`src/rtl/lmms_pkg.sv`:
```
`timescale 1ns / 1ps
// ----------------------------------------------------------------------------
// lmms_pkg
// Shared constants, codes and controller/datapath interface types for the
// latency median/min/max statistics block.
// ----------------------------------------------------------------------------
package lmms_pkg;

  localparam int MAX_SAMPLES = 64;
  localparam int SAMPLE_BITS = 32;
  localparam int CNT_W       = $clog2(MAX_SAMPLES + 1);
  localparam int ADDR_W      = $clog2(MAX_SAMPLES);

  localparam logic [31:0] THRESHOLD_RESET = 32'd16000000;
  localparam logic        FUNC_CLEAR      = 1'b1;

  // read address selects
  localparam logic [2:0] RA_POS1 = 3'd0;
  localparam logic [2:0] RA_POS2 = 3'd1;
  localparam logic [2:0] RA_ZERO = 3'd2;
  localparam logic [2:0] RA_LAST = 3'd3;
  localparam logic [2:0] RA_MIDH = 3'd4;
  localparam logic [2:0] RA_MIDL = 3'd5;

  // read data capture selects
  localparam logic [2:0] LAT_NONE = 3'd0;
  localparam logic [2:0] LAT_LO   = 3'd1;
  localparam logic [2:0] LAT_HI   = 3'd2;
  localparam logic [2:0] LAT_MA   = 3'd3;
  localparam logic [2:0] LAT_MB   = 3'd4;

  // write data selects
  localparam logic WD_SAMPLE = 1'b0;
  localparam logic WD_SHIFT  = 1'b1;

  typedef struct packed {
    logic       load_in;
    logic [2:0] rd_sel;
    logic       wr_en;
    logic       wr_sel;
    logic       pos_dec;
    logic       cnt_inc;
    logic       cnt_clr;
    logic       set_drop;
    logic [2:0] lat_sel;
    logic       calc_med;
    logic       load_out;
  } lmms_cmd_t;

  typedef struct packed {
    logic func_clr;
    logic full;
    logic cnt_zero;
    logic pos_zero;
    logic pos_one;
    logic gt;
    logic out_free;
  } lmms_stat_t;

endpackage

```
`src/rtl/lmms_ram.sv`:
```
`timescale 1ns / 1ps
// ----------------------------------------------------------------------------
// lmms_ram
// Generic single-write, single-read RAM with registered read data.
// ----------------------------------------------------------------------------
module lmms_ram #(
  parameter int WIDTH = 32,
  parameter int DEPTH = 64,
  localparam int AW   = $clog2(DEPTH)
) (
  input  logic             clk,
  input  logic             we,
  input  logic [AW-1:0]    waddr,
  input  logic [WIDTH-1:0] wdata,
  input  logic [AW-1:0]    raddr,
  output logic [WIDTH-1:0] rdata
);

  logic [WIDTH-1:0] mem [DEPTH];

  always_ff @(posedge clk) begin
    if (we) begin
      mem[waddr] <= wdata;
    end
    rdata <= mem[raddr];
  end

endmodule

```
`src/rtl/lmms_dp.sv`:
```
`timescale 1ns / 1ps
// ----------------------------------------------------------------------------
// lmms_dp
// Datapath: sorted sample store, insertion pointer, count, statistics
// capture, median arithmetic, threshold register and output register.
// ----------------------------------------------------------------------------
module lmms_dp import lmms_pkg::*; (
  input  logic                   clk,
  input  logic                   rst,
  input  lmms_cmd_t              cmd,
  output lmms_stat_t             stat,
  input  logic                   func,
  input  logic [SAMPLE_BITS-1:0] sample_ns,
  input  logic                   cfg_wr_en,
  input  logic [31:0]            cfg_wr_data,
  input  logic                   out_stall,
  output logic                   out_valid,
  output logic [CNT_W-1:0]       sample_count,
  output logic [31:0]            median_ns,
  output logic [31:0]            min_ns,
  output logic [31:0]            max_ns,
  output logic                   pass,
  output logic                   dropped
);

  logic                   func_reg;
  logic [SAMPLE_BITS-1:0] sample;
  logic [CNT_W-1:0]       pos;
  logic [CNT_W-1:0]       cnt;
  logic                   drop;
  logic [31:0]            threshold;
  logic [SAMPLE_BITS-1:0] lo, hi, mid_a, mid_b, med;
  logic [SAMPLE_BITS:0]   mid_sum;

  logic                   ram_we;
  logic [ADDR_W-1:0]      ram_waddr, ram_raddr;
  logic [SAMPLE_BITS-1:0] ram_wdata, ram_rdata;
  logic [CNT_W-1:0]       half;

  assign half = cnt >> 1;

  always_comb begin
    case (cmd.rd_sel)
      RA_POS1: ram_raddr = ADDR_W'(pos - CNT_W'(1));
      RA_POS2: ram_raddr = ADDR_W'(pos - CNT_W'(2));
      RA_ZERO: ram_raddr = '0;
      RA_LAST: ram_raddr = ADDR_W'(cnt - CNT_W'(1));
      RA_MIDH: ram_raddr = ADDR_W'(half);
      RA_MIDL: ram_raddr = ADDR_W'(half - CNT_W'(1));
      default: ram_raddr = '0;
    endcase
  end

  assign ram_we    = cmd.wr_en;
  assign ram_waddr = pos[ADDR_W-1:0];
  assign ram_wdata = (cmd.wr_sel == WD_SHIFT) ? ram_rdata : sample;

  lmms_ram #(
    .WIDTH (SAMPLE_BITS),
    .DEPTH (MAX_SAMPLES)
  ) u_store (
    .clk   (clk),
    .we    (ram_we),
    .waddr (ram_waddr),
    .wdata (ram_wdata),
    .raddr (ram_raddr),
    .rdata (ram_rdata)
  );

  always_ff @(posedge clk) begin
    if (rst) begin
      cnt       <= '0;
      threshold <= THRESHOLD_RESET;
    end else begin
      if (cfg_wr_en) begin
        threshold <= cfg_wr_data;
      end
      if (cmd.cnt_clr) begin
        cnt <= '0;
      end else if (cmd.cnt_inc) begin
        cnt <= cnt + CNT_W'(1);
      end
    end
  end

  always_ff @(posedge clk) begin
    if (cmd.load_in) begin
      func_reg <= func;
      sample   <= sample_ns;
      pos      <= cnt;
      drop     <= 1'b0;
    end else begin
      if (cmd.pos_dec) begin
        pos <= pos - CNT_W'(1);
      end
      if (cmd.set_drop) begin
        drop <= 1'b1;
      end
    end
    case (cmd.lat_sel)
      LAT_LO:  lo    <= ram_rdata;
      LAT_HI:  hi    <= ram_rdata;
      LAT_MA:  mid_a <= ram_rdata;
      LAT_MB:  mid_b <= ram_rdata;
      default: ;
    endcase
    if (cmd.calc_med) begin
      med <= cnt[0] ? mid_a : mid_sum[SAMPLE_BITS:1];
    end
  end

  assign mid_sum = {1'b0, mid_a} + {1'b0, mid_b};

  always_ff @(posedge clk) begin
    if (rst) begin
      out_valid <= 1'b0;
    end else if (cmd.load_out) begin
      out_valid <= 1'b1;
    end else if (!out_stall) begin
      out_valid <= 1'b0;
    end
  end

  always_ff @(posedge clk) begin
    if (cmd.load_out) begin
      sample_count <= cnt;
      dropped      <= drop;
      if (cnt == '0) begin
        median_ns <= '0;
        min_ns    <= '0;
        max_ns    <= '0;
        pass      <= 1'b0;
      end else begin
        median_ns <= med;
        min_ns    <= lo;
        max_ns    <= hi;
        pass      <= (med < threshold);
      end
    end
  end

  assign stat.func_clr = (func_reg == FUNC_CLEAR);
  assign stat.full     = (cnt >= CNT_W'(MAX_SAMPLES));
  assign stat.cnt_zero = (cnt == '0);
  assign stat.pos_zero = (pos == '0);
  assign stat.pos_one  = (pos == CNT_W'(1));
  assign stat.gt       = (ram_rdata > sample);
  assign stat.out_free = !out_valid || !out_stall;

endmodule

```
`src/rtl/lmms_ctrl.sv`:
```
`timescale 1ns / 1ps
// ----------------------------------------------------------------------------
// lmms_ctrl
// Controller: sequences accept, sorted insertion, statistics reads and the
// output load.
// ----------------------------------------------------------------------------
module lmms_ctrl import lmms_pkg::*; (
  input  logic       clk,
  input  logic       rst,
  input  logic       in_valid,
  output logic       in_stall,
  input  lmms_stat_t stat,
  output lmms_cmd_t  cmd
);

  localparam logic [3:0] ST_IDLE   = 4'd0;
  localparam logic [3:0] ST_DECIDE = 4'd1;
  localparam logic [3:0] ST_INS    = 4'd2;
  localparam logic [3:0] ST_CMP    = 4'd3;
  localparam logic [3:0] ST_RLO    = 4'd4;
  localparam logic [3:0] ST_RHI    = 4'd5;
  localparam logic [3:0] ST_RMA    = 4'd6;
  localparam logic [3:0] ST_RMB    = 4'd7;
  localparam logic [3:0] ST_LMB    = 4'd8;
  localparam logic [3:0] ST_MED    = 4'd9;
  localparam logic [3:0] ST_OUT    = 4'd10;

  logic [3:0] state, state_next;

  always_ff @(posedge clk) begin
    if (rst) begin
      state <= ST_IDLE;
    end else begin
      state <= state_next;
    end
  end

  assign in_stall = (state != ST_IDLE);

  always_comb begin
    state_next = state;
    cmd        = '0;
    cmd.rd_sel = RA_ZERO;
    cmd.wr_sel = WD_SAMPLE;
    cmd.lat_sel = LAT_NONE;
    case (state)
      ST_IDLE: begin
        if (in_valid) begin
          cmd.load_in = 1'b1;
          state_next  = ST_DECIDE;
        end
      end
      ST_DECIDE: begin
        if (stat.func_clr) begin
          cmd.cnt_clr = 1'b1;
          state_next  = ST_RLO;
        end else if (stat.full) begin
          cmd.set_drop = 1'b1;
          state_next   = ST_RLO;
        end else begin
          state_next = ST_INS;
        end
      end
      ST_INS: begin
        if (stat.pos_zero) begin
          cmd.wr_en   = 1'b1;
          cmd.cnt_inc = 1'b1;
          state_next  = ST_RLO;
        end else begin
          cmd.rd_sel = RA_POS1;
          state_next = ST_CMP;
        end
      end
      ST_CMP: begin
        if (stat.gt) begin
          cmd.wr_en   = 1'b1;
          cmd.wr_sel  = WD_SHIFT;
          cmd.pos_dec = 1'b1;
          if (stat.pos_one) begin
            state_next = ST_INS;
          end else begin
            cmd.rd_sel = RA_POS2;
          end
        end else begin
          cmd.wr_en   = 1'b1;
          cmd.cnt_inc = 1'b1;
          state_next  = ST_RLO;
        end
      end
      ST_RLO: begin
        if (stat.cnt_zero) begin
          state_next = ST_OUT;
        end else begin
          cmd.rd_sel = RA_ZERO;
          state_next = ST_RHI;
        end
      end
      ST_RHI: begin
        cmd.rd_sel  = RA_LAST;
        cmd.lat_sel = LAT_LO;
        state_next  = ST_RMA;
      end
      ST_RMA: begin
        cmd.rd_sel  = RA_MIDH;
        cmd.lat_sel = LAT_HI;
        state_next  = ST_RMB;
      end
      ST_RMB: begin
        cmd.rd_sel  = RA_MIDL;
        cmd.lat_sel = LAT_MA;
        state_next  = ST_LMB;
      end
      ST_LMB: begin
        cmd.lat_sel = LAT_MB;
        state_next  = ST_MED;
      end
      ST_MED: begin
        cmd.calc_med = 1'b1;
        state_next   = ST_OUT;
      end
      ST_OUT: begin
        if (stat.out_free) begin
          cmd.load_out = 1'b1;
          state_next   = ST_IDLE;
        end
      end
      default: begin
        state_next = ST_IDLE;
      end
    endcase
  end

endmodule

```
`src/rtl/latency_median_min_max_stats.sv`:
```
`timescale 1ns / 1ps
// ----------------------------------------------------------------------------
// latency_median_min_max_stats
// Running count, minimum, maximum and median of up to 64 latency samples,
// held sorted in a RAM, with a threshold pass flag.
// Sequence: a clear empties the store and loads an empty result; a dropped
//   record reads min, max and median and loads them; a record is first
//   inserted, shifting k stored entries (k up to 63), one entry shift per
//   cycle, then read out the same way. The input stalls until the result
//   is loaded, which waits while the last result is stalled.
// Reset: synchronous, clears the count and control, threshold to 16000000.
// ----------------------------------------------------------------------------
module latency_median_min_max_stats import lmms_pkg::*; (
  input  logic                   clk,
  input  logic                   rst,
  input  logic                   cfg_wr_en,
  input  logic [31:0]            cfg_wr_data,
  input  logic                   in_valid,
  output logic                   in_stall,
  input  logic                   func,
  input  logic [SAMPLE_BITS-1:0] sample_ns,
  output logic                   out_valid,
  input  logic                   out_stall,
  output logic [CNT_W-1:0]       sample_count,
  output logic [31:0]            median_ns,
  output logic [31:0]            min_ns,
  output logic [31:0]            max_ns,
  output logic                   pass,
  output logic                   dropped
);

  lmms_cmd_t  cmd;
  lmms_stat_t stat;

  lmms_ctrl u_ctrl (
    .clk      (clk),
    .rst      (rst),
    .in_valid (in_valid),
    .in_stall (in_stall),
    .stat     (stat),
    .cmd      (cmd)
  );

  lmms_dp u_dp (
    .clk          (clk),
    .rst          (rst),
    .cmd          (cmd),
    .stat         (stat),
    .func         (func),
    .sample_ns    (sample_ns),
    .cfg_wr_en    (cfg_wr_en),
    .cfg_wr_data  (cfg_wr_data),
    .out_stall    (out_stall),
    .out_valid    (out_valid),
    .sample_count (sample_count),
    .median_ns    (median_ns),
    .min_ns       (min_ns),
    .max_ns       (max_ns),
    .pass         (pass),
    .dropped      (dropped)
  );

endmodule

```
`config.mk`:
```
export PLATFORM = sky130hd
export DESIGN_NAME = latency_median_min_max_stats
export DESIGN_NICKNAME = d
export VERILOG_FILES = /design/src/rtl/lmms_pkg.sv /design/src/rtl/lmms_ram.sv /design/src/rtl/lmms_dp.sv /design/src/rtl/lmms_ctrl.sv /design/src/rtl/latency_median_min_max_stats.sv
export SDC_FILE = /design/constraint.sdc
export NUM_CORES = 2
export LEC_CHECK = 0
export BUFFER_PORTS_ARGS = -buffer_cell sky130_fd_sc_hd__buf_4
export CAP_MARGIN = 5
export CELL_PAD_IN_SITES_DETAIL_PLACEMENT = 2
export CELL_PAD_IN_SITES_GLOBAL_PLACEMENT = 2
export CORE_MARGIN = 4
export CORE_UTILIZATION = 53
export DETAILED_ROUTE_END_ITERATION = 8
export PLACE_DENSITY_LB_ADDON = 0.12
export RECOVER_POWER = 25
export SYNTH_ARGS = -nofsm -noshare
export SYNTH_HDL_FRONTEND = slang
export SYNTH_HIERARCHICAL = 1
export SYNTH_SLANG_ARGS = --single-unit
```
`constraint.sdc`:
```
create_clock -name clk -period 14.9 [get_ports clk]
set_input_delay 2.235 -clock clk [delete_from_list [all_inputs] [get_ports clk]]
set_output_delay 2.235 -clock clk [all_outputs]
set_load 0.1 [all_outputs]
```
==> metrics.md, run 1 <==
| Metric | Value |
|---|---|
| Fail Step | detailed placement |
| Die height | 431.2 um |
| Sequential fraction of the synthesis area | about 76% |
| Async SR Flop Fraction | 0% |
| Initial core utilization | 53.25% |
| Synthesized net count | 4840 |
| Die W | between 400 and 500 um |
| # port buffers | approximately 180 |
| Post-Syn Area per Cell | 20.33 um^2 |
| Syn. warnings | 6 |
| Mapped Area | 94900 um^2 |
| Number of synthesized flops with an enable pin | 2353 |
| Yosys cell types | between 70 and 80 |
| Status | stopped before the end |
| Synth Instances | between 4k and 5k |
| Tool Error | [ERROR DPL-0033] detailed placement checks failed during check placement. |
| Post-synthesis register bit count | roughly 2.4k |
| I/O pin cnt | approximately 180 |
| Std-Cell Rows | about 160 |
| Top_reg_cell synth | edfxtp_1 |
| DP Wirelength | 207.5 mm |
| GPL Wtd Cong | around 0.82 |
-- kinds of logic after synthesis --
kind of cell / after synthesis / synth area share [%]
fa+ha+maj: 102 / 1.353
compound gates: 476 / 3.185
xor+xnor: 38 / 0.3507
buf+inv: 323 / 1.541
simple gates: 624 / 3.196
flops: 2430 / 76.08
mux: 675 / 14.30
-- cell usage after synthesis, drive strengths merged (27+ instances only) --
cell type  number  area [um^2]
a21o           37        282.8
a21oi         128        640.6
and2          104        650.6
buf           120        684.4
clkbuf        118        452.9
dfxtp          77         1541
edfxtp       2353        70660
ha            101         1264
inv            84        315.3
mux2i         126         1261
mux4          544        12250
nand2         148        555.5
nand4          27        168.9
nor2          209        792.0
o21ai          94        478.0
o221ai         28        245.2
o22ai          90        563.0
-- metrics by stage --
stage,instance area [um^2],cells
after global placement,100100,7108
after floorplan,94900,4668
==> run 2: changes to the inputs <==
- CELL_PAD_IN_SITES_DETAIL_PLACEMENT: 2 -> unset
- CELL_PAD_IN_SITES_GLOBAL_PLACEMENT: 2 -> unset
- CORE_UTILIZATION: 53 -> 40
- PLACE_DENSITY_LB_ADDON: 0.12 -> 0.15
==> metrics.md, run 2 <==
| Metric | Value |
|---|---|
| Hold Slack | 0.4574 ns |
| Crit path max-delay cell type | o22ai_1 |
| Detailed-route vias per instance | 5.685 |
| Final cell count without fillers | about 8.4k |
| Post-Syn Area per Cell | 20.33 um^2 (unchanged) |
| Post-CTS setup buffers | 0 |
| Arr. time, crit path | 10.13 ns |
| Antenna violations before repair | 19 |
| Slew HR | -161.3% |
| Max-cap violations | 27 |
| Clock share of power | 31.4% |
| Commonest non-fill, non-tap cell in the layout | edfxtp_1 |
| DRT iter0 DRCs | 5003 |
| DP Wirelength | 146.1 mm (was 207.5 mm) |
| Fin crit period | 9.452 ns |
| Global-route wire length before repair | 359.0 mm |
| Number of synthesized flops with an enable pin | 2353 (unchanged) |
| Worst setup SP type | register |
| Die Area | 245100 um^2 |
| Total Neg Setup Slack | 0 ns |
| Crit end category | register |
| First-pass DRT Iterations | 7 |
| Std-Cell Rows | 178 (was 155) |
| Final Hold Viols | 0 |
| # port buffers | 176 (unchanged) |
| GPL Wtd Cong | 0.8204 (was 0.8166) |
| Final antenna-violating net count | 0 |
| Req. time, crit path | 15.57 ns |
| CTS resizes | 0 |
| Final-report max-slew violation count | between 1k and 1.5k |
| Hold-fix buffers, CTS | 0 |
| DR DRC count | 0 |
| Initial core utilization | 40.28% (was 53.25%) |
| Placed cell areas | 101100 um^2 |
| Sequential fraction of the synthesis area | 76.08% (unchanged) |
| Vias in the first global route | 47.42k |
| Synth top cells by count | edfxtp_1, mux4_2, nor2_1 (unchanged) |
| Root cell of the clock tree | clkbuf_16 |
| Mapped Area | 94900 um^2 (unchanged) |
| CORE AREA | between 200000 and 250000 um^2 |
| Gr usage total | between 20% and 30% |
| Switching share of power | 30.22% |
| # placed instances | 7903 |
| I/O pin cnt | 177 (unchanged) |
| Top_reg_cell synth | edfxtp_1 (unchanged) |
| Leak | 33.23 nW |
| Fmax | around 0.11 GHz |
| CP Class | reg -> reg |
| H-tree lvl count | 4 |
| Yosys cell types | 77 (unchanged) |
| Violated checks | max-capacitance violations, max-slew violations |
| Syn. warnings | 6 (unchanged) |
| Final worst-path cycle share | 63.43% |
| Detailed Route WL | around 250 mm |
| Gate power share | between 20% and 30% |
| Most used cell, CP | a21oi_1 |
| Status | complete, but fails checks (was stopped before the end) |
| Synth top area share | 74.45% (unchanged) |
| Num CTS Buffers | 240 |
| Internal | 13.25 mW |
| Via Count | between 40k and 50k |
| Top reg by flops | u_dp/u_store/mem |
| Total grt overflow | 0 |
| Async SR Flop Fraction | 0% (unchanged) |
| Largest net degree at the start of global routing | 99 |
| Reg power frac | 44.1% |
| Synthesis-to-finish area growth | 14.03% |
| Max FFs per register | 2048 |
| Hold crit path type | reg -> reg |
| Clock Latency Late Sink | 0.88 ns |
| CTS Buffer Depth | 3 |
| Clock Sinks | around 2.4k |
| Synthesized net count | 4840 (unchanged) |
| Design Area, Final | 108200 um^2 |
| CTS tree | yes |
| Register area | 72200 um^2 |
| Synth Instances | 4668 (unchanged) |
| Setup-failing EPs final | 0 |
| Maximum vdd ir drop | 0.0001465 V |
| Dominant cell by count in the synthesized netlist | edfxtp_1 (unchanged) |
| Reg clk slew, reported paths | ~0.06 ns |
| Fill cells | roughly 20k |
| Routed WL per cell | 30.32 um |
| Final #Nets | about 5.2k |
| Die W | 495.1 um (was 431.2 um) |
| Most frequent cells in the layout | edfxtp_1, mux4_2, clkbuf_16, clkbuf_1, nor2_1 |
| Multi-input gate area | 22040 um^2 |
| RSZ-0062 raised after global routing | no |
| Worst Clk Skew | 0.05066 ns |
| Dominant cell type by area after synthesis | edfxtp_1 (unchanged) |
| Share of cells above drive strength 1 | ~23% |
| Top cells by area, synth | edfxtp_1, mux4_2, dfxtp_1 (unchanged) |
| Die height | 495.1 um (was 431.2 um) |
| Net Switching | 5.738 mW |
| PD cells | roughly 180 nW/um^2 |
| Critical Path Fanout Max | 51 |
| Least-Margin Pin Slew | 3.920 ns |
| CP peak stage delay | between 0.8 and 0.9 ns |
| Post-synthesis register bit count | 2430 (unchanged) |
==> run 2: cell counts after synthesis <==
No cell type changed its count.
==> run 2: layout make-up <==
cell class,instances,area share [%]
Multi-Input combinational cell,1915,20.36
Timing Repair Buffer,324,1.772
Tap cell,3150,3.642
Antenna cell,7,0.01619
Sequential cell,2430,66.71
Clock inverter,144,1.266
Inverter,84,0.2913
Clock buffer,308,5.934
==> run 2: cell families (layout without fill, tap and decap cells) <==
family	count (synthesis)	count (layout)	synth area share, %
flip-flops	2430	2430	76.08
XOR/XNOR	38	38	0.3507
adder cells (fa/ha/maj)	102	102	1.353
AO/OA/AOI/OAI	476	476	3.185
multiplexers	675	675	14.30
buffers and inverters	323	860	1.541
AND/OR/NAND/NOR	624	624	3.196
other	0	7	0
==> run 2: worst paths after layout <==
check             cells after the start                           from  slack [ns]                             end
hold / removal                        0         u_dp/drop$_SDFFE_PP0P_        0.46          u_dp/dropped$_DFFE_PP_
hold reg to reg                       0         u_dp/drop$_SDFFE_PP0P_        0.46          u_dp/dropped$_DFFE_PP_
setup / recovery                     25  u_dp/u_store/rdata[5]$_DFF_P_        5.45  u_dp/u_store/rdata[30]$_DFF_P_
setup reg to reg                     25  u_dp/u_store/rdata[5]$_DFF_P_        5.45  u_dp/u_store/rdata[30]$_DFF_P_
==> run 2: power groups by stage <==
stage	Clock (mW)	Sequential [mW]	Combinational, mW
2_1_floorplan	0	8.48	2.95
3_3_place_gp	0	8.49	4.73
3_5_place_dp	0	8.50	4.74
4_1_cts	6.11	8.36	4.75
5_1_grt	6.40	8.39	4.98
6_report	5.97	8.37	4.65
==> run 2: critical path, delay by kind of cell (launching register included) <==
kind                     cells  cell delay, ns
AO/OA/AOI/OAI               14            4.53
buffers and inverters        2            1.24
AND/OR/NAND/NOR              5            1.05
multiplexers                 2            0.93
flip-flops                   1            0.64
adder cells (fa/ha/maj)      2            0.64
==> run 2: routing by layer <==
layer	wire, um	GRT usage [%]
met3	17130	3.074
met2	122700	33.69
met5	62	0
met4	5263	4.616
met1	108400	29.20
==> run 2: per-stage QoR <==
| step | util, % | power, mW | worst slack [ns] |
|---|---|---|---|
| 5_1_grt | 45.93 | 19.77 | 5.134 |
| 3_5_place_dp | 42.92 | 13.25 | 5.371 |
| 2_1_floorplan | - | 11.43 | 4.645 |
| 6_report | 45.93 | 18.99 | 5.448 |
| 4_1_cts | 46.22 | 19.21 | 5.343 |
| 3_3_place_gp | 42.92 | 13.22 | 5.167 |
Note: power is estimated with default switching activity, not from simulation.
